`src/rtl/s512_pkg.sv`:
```
`timescale 1ns / 1ps

package s512_pkg;

    // One 64-bit word and the eight working or chaining words, a first.
    typedef logic [63:0]      t_word;
    typedef logic [7:0][63:0] t_hash;

    localparam int unsigned RoundCount  = 80;
    localparam int unsigned BlockWords  = 16;
    localparam int unsigned LengthWords = 14;

    // Right rotation by a fixed amount.
    function automatic t_word rotr(input t_word x, input int unsigned n);
        return (x >> n) | (x << (64 - n));
    endfunction

    // Initial hash words; element 0 is the first word.
    function automatic t_hash init_hash();
        t_hash h;
        h[0] = 64'h6a09e667f3bcc908;
        h[1] = 64'hbb67ae8584caa73b;
        h[2] = 64'h3c6ef372fe94f82b;
        h[3] = 64'ha54ff53a5f1d36f1;
        h[4] = 64'h510e527fade682d1;
        h[5] = 64'h9b05688c2b3e6c1f;
        h[6] = 64'h1f83d9abfb41bd6b;
        h[7] = 64'h5be0cd19137e2179;
        return h;
    endfunction

    // Round constants.
    function automatic t_word round_k(input logic [6:0] idx);
        t_word k;
        case (idx)
            7'd0:  k = 64'h428a2f98d728ae22;
            7'd1:  k = 64'h7137449123ef65cd;
            7'd2:  k = 64'hb5c0fbcfec4d3b2f;
            7'd3:  k = 64'he9b5dba58189dbbc;
            7'd4:  k = 64'h3956c25bf348b538;
            7'd5:  k = 64'h59f111f1b605d019;
            7'd6:  k = 64'h923f82a4af194f9b;
            7'd7:  k = 64'hab1c5ed5da6d8118;
            7'd8:  k = 64'hd807aa98a3030242;
            7'd9:  k = 64'h12835b0145706fbe;
            7'd10: k = 64'h243185be4ee4b28c;
            7'd11: k = 64'h550c7dc3d5ffb4e2;
            7'd12: k = 64'h72be5d74f27b896f;
            7'd13: k = 64'h80deb1fe3b1696b1;
            7'd14: k = 64'h9bdc06a725c71235;
            7'd15: k = 64'hc19bf174cf692694;
            7'd16: k = 64'he49b69c19ef14ad2;
            7'd17: k = 64'hefbe4786384f25e3;
            7'd18: k = 64'h0fc19dc68b8cd5b5;
            7'd19: k = 64'h240ca1cc77ac9c65;
            7'd20: k = 64'h2de92c6f592b0275;
            7'd21: k = 64'h4a7484aa6ea6e483;
            7'd22: k = 64'h5cb0a9dcbd41fbd4;
            7'd23: k = 64'h76f988da831153b5;
            7'd24: k = 64'h983e5152ee66dfab;
            7'd25: k = 64'ha831c66d2db43210;
            7'd26: k = 64'hb00327c898fb213f;
            7'd27: k = 64'hbf597fc7beef0ee4;
            7'd28: k = 64'hc6e00bf33da88fc2;
            7'd29: k = 64'hd5a79147930aa725;
            7'd30: k = 64'h06ca6351e003826f;
            7'd31: k = 64'h142929670a0e6e70;
            7'd32: k = 64'h27b70a8546d22ffc;
            7'd33: k = 64'h2e1b21385c26c926;
            7'd34: k = 64'h4d2c6dfc5ac42aed;
            7'd35: k = 64'h53380d139d95b3df;
            7'd36: k = 64'h650a73548baf63de;
            7'd37: k = 64'h766a0abb3c77b2a8;
            7'd38: k = 64'h81c2c92e47edaee6;
            7'd39: k = 64'h92722c851482353b;
            7'd40: k = 64'ha2bfe8a14cf10364;
            7'd41: k = 64'ha81a664bbc423001;
            7'd42: k = 64'hc24b8b70d0f89791;
            7'd43: k = 64'hc76c51a30654be30;
            7'd44: k = 64'hd192e819d6ef5218;
            7'd45: k = 64'hd69906245565a910;
            7'd46: k = 64'hf40e35855771202a;
            7'd47: k = 64'h106aa07032bbd1b8;
            7'd48: k = 64'h19a4c116b8d2d0c8;
            7'd49: k = 64'h1e376c085141ab53;
            7'd50: k = 64'h2748774cdf8eeb99;
            7'd51: k = 64'h34b0bcb5e19b48a8;
            7'd52: k = 64'h391c0cb3c5c95a63;
            7'd53: k = 64'h4ed8aa4ae3418acb;
            7'd54: k = 64'h5b9cca4f7763e373;
            7'd55: k = 64'h682e6ff3d6b2b8a3;
            7'd56: k = 64'h748f82ee5defb2fc;
            7'd57: k = 64'h78a5636f43172f60;
            7'd58: k = 64'h84c87814a1f0ab72;
            7'd59: k = 64'h8cc702081a6439ec;
            7'd60: k = 64'h90befffa23631e28;
            7'd61: k = 64'ha4506cebde82bde9;
            7'd62: k = 64'hbef9a3f7b2c67915;
            7'd63: k = 64'hc67178f2e372532b;
            7'd64: k = 64'hca273eceea26619c;
            7'd65: k = 64'hd186b8c721c0c207;
            7'd66: k = 64'heada7dd6cde0eb1e;
            7'd67: k = 64'hf57d4f7fee6ed178;
            7'd68: k = 64'h06f067aa72176fba;
            7'd69: k = 64'h0a637dc5a2c898a6;
            7'd70: k = 64'h113f9804bef90dae;
            7'd71: k = 64'h1b710b35131c471b;
            7'd72: k = 64'h28db77f523047d84;
            7'd73: k = 64'h32caab7b40c72493;
            7'd74: k = 64'h3c9ebe0a15c9bebc;
            7'd75: k = 64'h431d67c49c100d4c;
            7'd76: k = 64'h4cc5d4becb3e42b6;
            7'd77: k = 64'h597f299cfc657e2a;
            7'd78: k = 64'h5fcb6fab3ad6faec;
            7'd79: k = 64'h6c44198c4a475817;
            default: k = 64'd0;
        endcase
        return k;
    endfunction

endpackage

```
`src/rtl/s512_round.sv`:
```
`timescale 1ns / 1ps

// One compression round and one step of the message schedule.
module s512_round
    import s512_pkg::*;
(
    input  t_hash i_v,
    input  t_word i_w0,
    input  t_word i_w1,
    input  t_word i_w9,
    input  t_word i_w14,
    input  t_word i_k,
    output t_hash o_v,
    output t_word o_w
);

    t_word sum1;
    t_word sum0;
    t_word choose;
    t_word majority;
    t_word t1;
    t_word t2;
    t_word sig0;
    t_word sig1;

    // Round function on the working words.
    always_comb begin
        sum1     = rotr(i_v[4], 14) ^ rotr(i_v[4], 18) ^ rotr(i_v[4], 41);
        choose   = (i_v[4] & i_v[5]) ^ (~i_v[4] & i_v[6]);
        t1       = i_v[7] + sum1 + choose + i_k + i_w0;
        sum0     = rotr(i_v[0], 28) ^ rotr(i_v[0], 34) ^ rotr(i_v[0], 39);
        majority = (i_v[0] & i_v[1]) ^ (i_v[0] & i_v[2]) ^ (i_v[1] & i_v[2]);
        t2       = sum0 + majority;
        o_v[7]   = i_v[6];
        o_v[6]   = i_v[5];
        o_v[5]   = i_v[4];
        o_v[4]   = i_v[3] + t1;
        o_v[3]   = i_v[2];
        o_v[2]   = i_v[1];
        o_v[1]   = i_v[0];
        o_v[0]   = t1 + t2;
    end

    // Next schedule word, sixteen places ahead of the one in use.
    always_comb begin
        sig0 = rotr(i_w1, 1) ^ rotr(i_w1, 8) ^ (i_w1 >> 7);
        sig1 = rotr(i_w14, 19) ^ rotr(i_w14, 61) ^ (i_w14 >> 6);
        o_w  = sig1 + i_w9 + sig0 + i_w0;
    end

endmodule

```
`config.mk`:
```
export PLATFORM = sky130hd
export DESIGN_NAME = s512_round
export DESIGN_NICKNAME = d
export VERILOG_FILES = /design/src/rtl/s512_pkg.sv /design/src/rtl/s512_round.sv
export SDC_FILE = /design/constraint.sdc
export NUM_CORES = 2
export LEC_CHECK = 0
export BUFFER_PORTS_ARGS = -buffer_cell sky130_fd_sc_hd__buf_2
export CAP_MARGIN = 10
export CORE_AREA = 2 2 549 551
export DETAILED_ROUTE_END_ITERATION = 10
export DIE_AREA = 0 0 551 553
export SYNTH_ARGS = -nofsm -noshare
export SYNTH_HDL_FRONTEND = slang
export SYNTH_SLANG_ARGS = --single-unit
```
`constraint.sdc`:
```
create_clock -name vclk -period 9.1
set_clock_uncertainty 0.05 [all_clocks]
set_input_delay 0.91 -clock vclk [all_inputs]
set_output_delay 0.91 -clock vclk [all_outputs]
set_load 0.1 [all_outputs]
```
## Word-level counts from Yosys, hierarchy flattened

Index checks and enable logic that the tools add are counted.

- Register bits: 0
- Latch bits: 0
- RAM bits: 0
- Bits in read-only memories: 0
- Input bits: 832
- Memories kept: 0

- Add/subtract/negate cells: 10
- Multipliers: 0
- Div/mod/pow operators: 0
- Magnitude comparators: 0
- Eq/ne operators: 0
- Shift-type cells: 0
- Mux-type cells: 0
- Bitwise operators: 27
- Reduce and logical (&&, ||, !) cells: 0

Operators by type and width:

| cell | number |
|---|---|
| $add 64x64->64 | 10 |
| $xor 64x64->64 | 9 |
| $and 64x64->64 | 5 |
| $not 64->64 | 1 |
| $or 23x64->64 | 1 |
| $or 25x64->64 | 1 |
| $or 3x64->64 | 1 |
| $or 30x64->64 | 1 |
| $or 36x64->64 | 1 |
| $or 45x64->64 | 1 |
| $or 46x64->64 | 1 |
| $or 50x64->64 | 1 |
| $or 56x64->64 | 1 |
| $or 63x64->64 | 1 |
| $xor 64x57->64 | 1 |
| $xor 64x58->64 | 1 |

## Logic depth before layout (Yosys ltp)

- Word-level depth: 8
- Depth in mapped cells: 34
- Mapped depth without buffers: 32

## Worst setup path before layout

OpenSTA, ideal clock, no wires.

- Kind: input port to output port
- From: in i_v[450] (netlist bit)
- To: out o_v[62] (netlist bit)
- Data arrival time: 9.260 ns
- Data required time: 8.140 ns
- Setup slack: -1.120 ns
- Stages: 33
- Buffers on the path: 1
- Cell sequence: inv_1 fa_1 inv_1 fa_1 inv_1 fa_1 inv_1 ha_1 a211oi_1 nor2_1 o41ai_2 a21o_1 o21ai_1 a221oi_1 o21ai_1 a221oi_1 o221ai_1 a21oi_1 xnor2_1 fa_1 ha_1 clkbuf_1 a21oi_1 o21ai_0 a21o_1 a211oi_1 o221ai_1 nor2_1 o311ai_1 nand2_1 o41ai_1 o22ai_1 xnor2_1

RTL lines:

| what | RTL line | source |
|---|---|---|
| from (decl) | s512_round.sv:7 | `input t_hash i_v,` |
| to (decl) | s512_round.sv:13 | `output t_hash o_v,` |

==> flow_summary.toml <==
[layout]
seqCellArea_um2 = 0
fillers = 33980
design.final.nets = 7448
finalInstanceArea_um2 = 53170
commonest_cells_after_routing_fill_and_taps_aside = "sky130_fd_sc_hd__buf_2, sky130_fd_sc_hd__buf_4, sky130_fd_sc_hd__inv_1"
flow.area_growth_from_synthesis_pct = 60.59
layout.cells.most_common = "sky130_fd_sc_hd__buf_2"
sequential_cell_count_of_the_final_layout = 0
final.clkbuf_count = 0
final_layout_size_suffix_gt1_frac = 0.4331

[route]
vias = 37160
detail_route.first_pass.iterations = 5
detailedRoute.firstIterationViolations = 1988
drc_errors = 0
drt-total-wl_um = 346900
routed_via_density = 3.716
final_antenna_net_count = 0
wire_per_inst_um = 34.69

[worst_setup_path]
worstPathRequired_ns = 8.14
worst_path_dominant_cell_family = "compound AO/OA/AOI/OAI gates"
cp-start-kind = "input port"
path_max_fanout = 3
critical_path_buf_inv_count = 12
worst-endpoint-arrival_ns = 8.77
setup.worst_path.end_class = "output pin"
worst-setup-path-type = "in -> out"
max_stage_delay_ns = 0.57
critPathSlowestCell = "sky130_fd_sc_hd__fa_1"

[synthesis]
synth_area_um2 = 33110
netlist_instances = 4192
synth-xor-area-share = 0.1995
synth.area.mux_share = 0.02048
yosysSeqAreaShare = 0
syn_area_per_cell_um2 = 7.898
synth_compound_gate_area_share = 0.1756
synthAdderAreaFrac = 0.3374
syn_nets = 5655
synth_top_family_by_area = "adder cells"
synth-simple-area-share = 0.08322
synthesis.yosys.warnings = 0
synth_cell_type_count = 84

[timing]
max_freq_ghz = 0.1028
fin_setup_tns_ns = -11.28
worstMarginPinSlew_ns = 1.114
fin_hold_ws_ns = 2.154
report.final.setup_viol = 44
finalCritPeriodShare = 1.069
rsz0062_at_grt = "true"
slew_headroom = 0.2495
setup_ws_ns = -0.6263
final.min_clock_period_ns = 9.726
number_of_max_slew_violations_in_the_final_report = 0
hold_viol = 0

[global_route]
grt_util_all_layers = 0.2184
wire_length_of_the_first_global_routing_pass_um = 420200
first_global_vias = 37960
antenna_found_initial = 191
grt_start_max_net_pins = 10
grt-ovfl-total = 0

[hold_path]
hold_path_depth = 2
hp-class = "in -> out"
timing.hold.worst.start = "i_v[87]"
worstHoldEndpoint = "o_v[151]"

[placed_design]
place_congestion = 1.007
port_buffers = 1408
post-dp-hpwl_um = 326600
placed_area_um2 = 50420

[floorplan]
floorplan.die_area_um2 = 304700
die_width_um = 551
floorplan.io_pins = 1408
fp.dieH_um = 553
start_util = 0.1108
number_of_cell_rows = 201
placeableCoreArea_um2 = 298800

[job]
cap_viol_max_count = 0

[outcome]
outcome = "finished, violations left"
violations = "setup timing"

[clock_network]
post_cts_hold_buffer_count = 0
-- repair_timing --
item | 4_1_cts | 5_1_grt
pin swaps | 94 | 108
buffers inserted | 26 | 39
setup endpoints to repair | 57 | 63
gates resized for setup | 219 | 175
-- metal layers --
layer,track usage,routed length (um),share of wire
met4,0.1089,23350,0.067
met2,0.3912,169600,0.49
met1,0.2126,117800,0.34
met5,0,93,0.00027
met3,0.09375,36050,0.10
-- stage by stage --
stage | utilization | std cells | setup slack (ns)
6_report | 0.1780 | 9999 | -0.6263
3_3_place_gp | 0.1688 | 9886 | -1.448
2_1_floorplan | - | 4192 | -0.2795
5_1_grt | 0.1778 | 9977 | -1.006
3_5_place_dp | 0.1688 | 9886 | -1.369
4_1_cts | 0.1732 | 9906 | -0.6356
-- cell type report --
cell class / count / area, um^2 / share of cell area
Antenna cell: 58 / 145.1 / 0.002730
Tap cell: 3958 / 4952 / 0.09314
Timing Repair Buffer: 2285 / 16030 / 0.3014
Inverter: 740 / 2803 / 0.05271
Multi-Input combinational cell: 2958 / 29240 / 0.5500
-- cells in the mapped netlist (15+ instances only) --
library cell / count / area, um^2
sky130_fd_sc_hd__fa_1: 379 / 7587
sky130_fd_sc_hd__o31ai_1: 15 / 112.6
sky130_fd_sc_hd__o21bai_1: 49 / 367.9
sky130_fd_sc_hd__a21o_1: 191 / 1434
sky130_fd_sc_hd__and3_1: 28 / 175.2
sky130_fd_sc_hd__a31oi_1: 25 / 156.4
sky130_fd_sc_hd__nand4_1: 56 / 350.3
sky130_fd_sc_hd__mux2_2: 22 / 247.7
sky130_fd_sc_hd__maj3_1: 43 / 430.4
sky130_fd_sc_hd__inv_1: 740 / 2778
sky130_fd_sc_hd__a21oi_1: 292 / 1461
sky130_fd_sc_hd__nand2_1: 168 / 630.6
sky130_fd_sc_hd__nand3_1: 45 / 225.2
sky130_fd_sc_hd__nor3_1: 32 / 160.2
sky130_fd_sc_hd__buf_4: 384 / 2883
sky130_fd_sc_hd__a211oi_1: 17 / 127.6
sky130_fd_sc_hd__xnor2_1: 510 / 4467
sky130_fd_sc_hd__o21ai_0: 145 / 725.7
sky130_fd_sc_hd__o21a_1: 32 / 240.2
sky130_fd_sc_hd__nor2b_1: 28 / 175.2
sky130_fd_sc_hd__ha_1: 252 / 3153
sky130_fd_sc_hd__clkbuf_1: 99 / 371.6
sky130_fd_sc_hd__xor2_1: 244 / 2137
sky130_fd_sc_hd__nor2_1: 134 / 503.0
sky130_fd_sc_hd__mux2i_1: 43 / 430.4
sky130_fd_sc_hd__nand2b_1: 21 / 131.4
-- cell families after synthesis --
group,Yosys count
simple gates,570
compound gates,895
buf+inv,1234
xor+xnor,754
fa+ha+maj,674
mux,65
-- worst max-delay path by stage --
stage	start	end	slack (ns)	depth (start not counted)
6_report	i_w0[2]	o_v[62]	-0.63	37
5_1_grt	i_w0[2]	o_v[56]	-1.01	39
4_1_cts	i_w0[2]	o_v[63]	-0.64	39
3_5_place_dp	i_w0[2]	o_v[62]	-1.37	37
3_3_place_gp	i_w0[2]	o_v[62]	-1.45	37
2_1_floorplan	i_v[450]	o_v[62]	-0.28	33
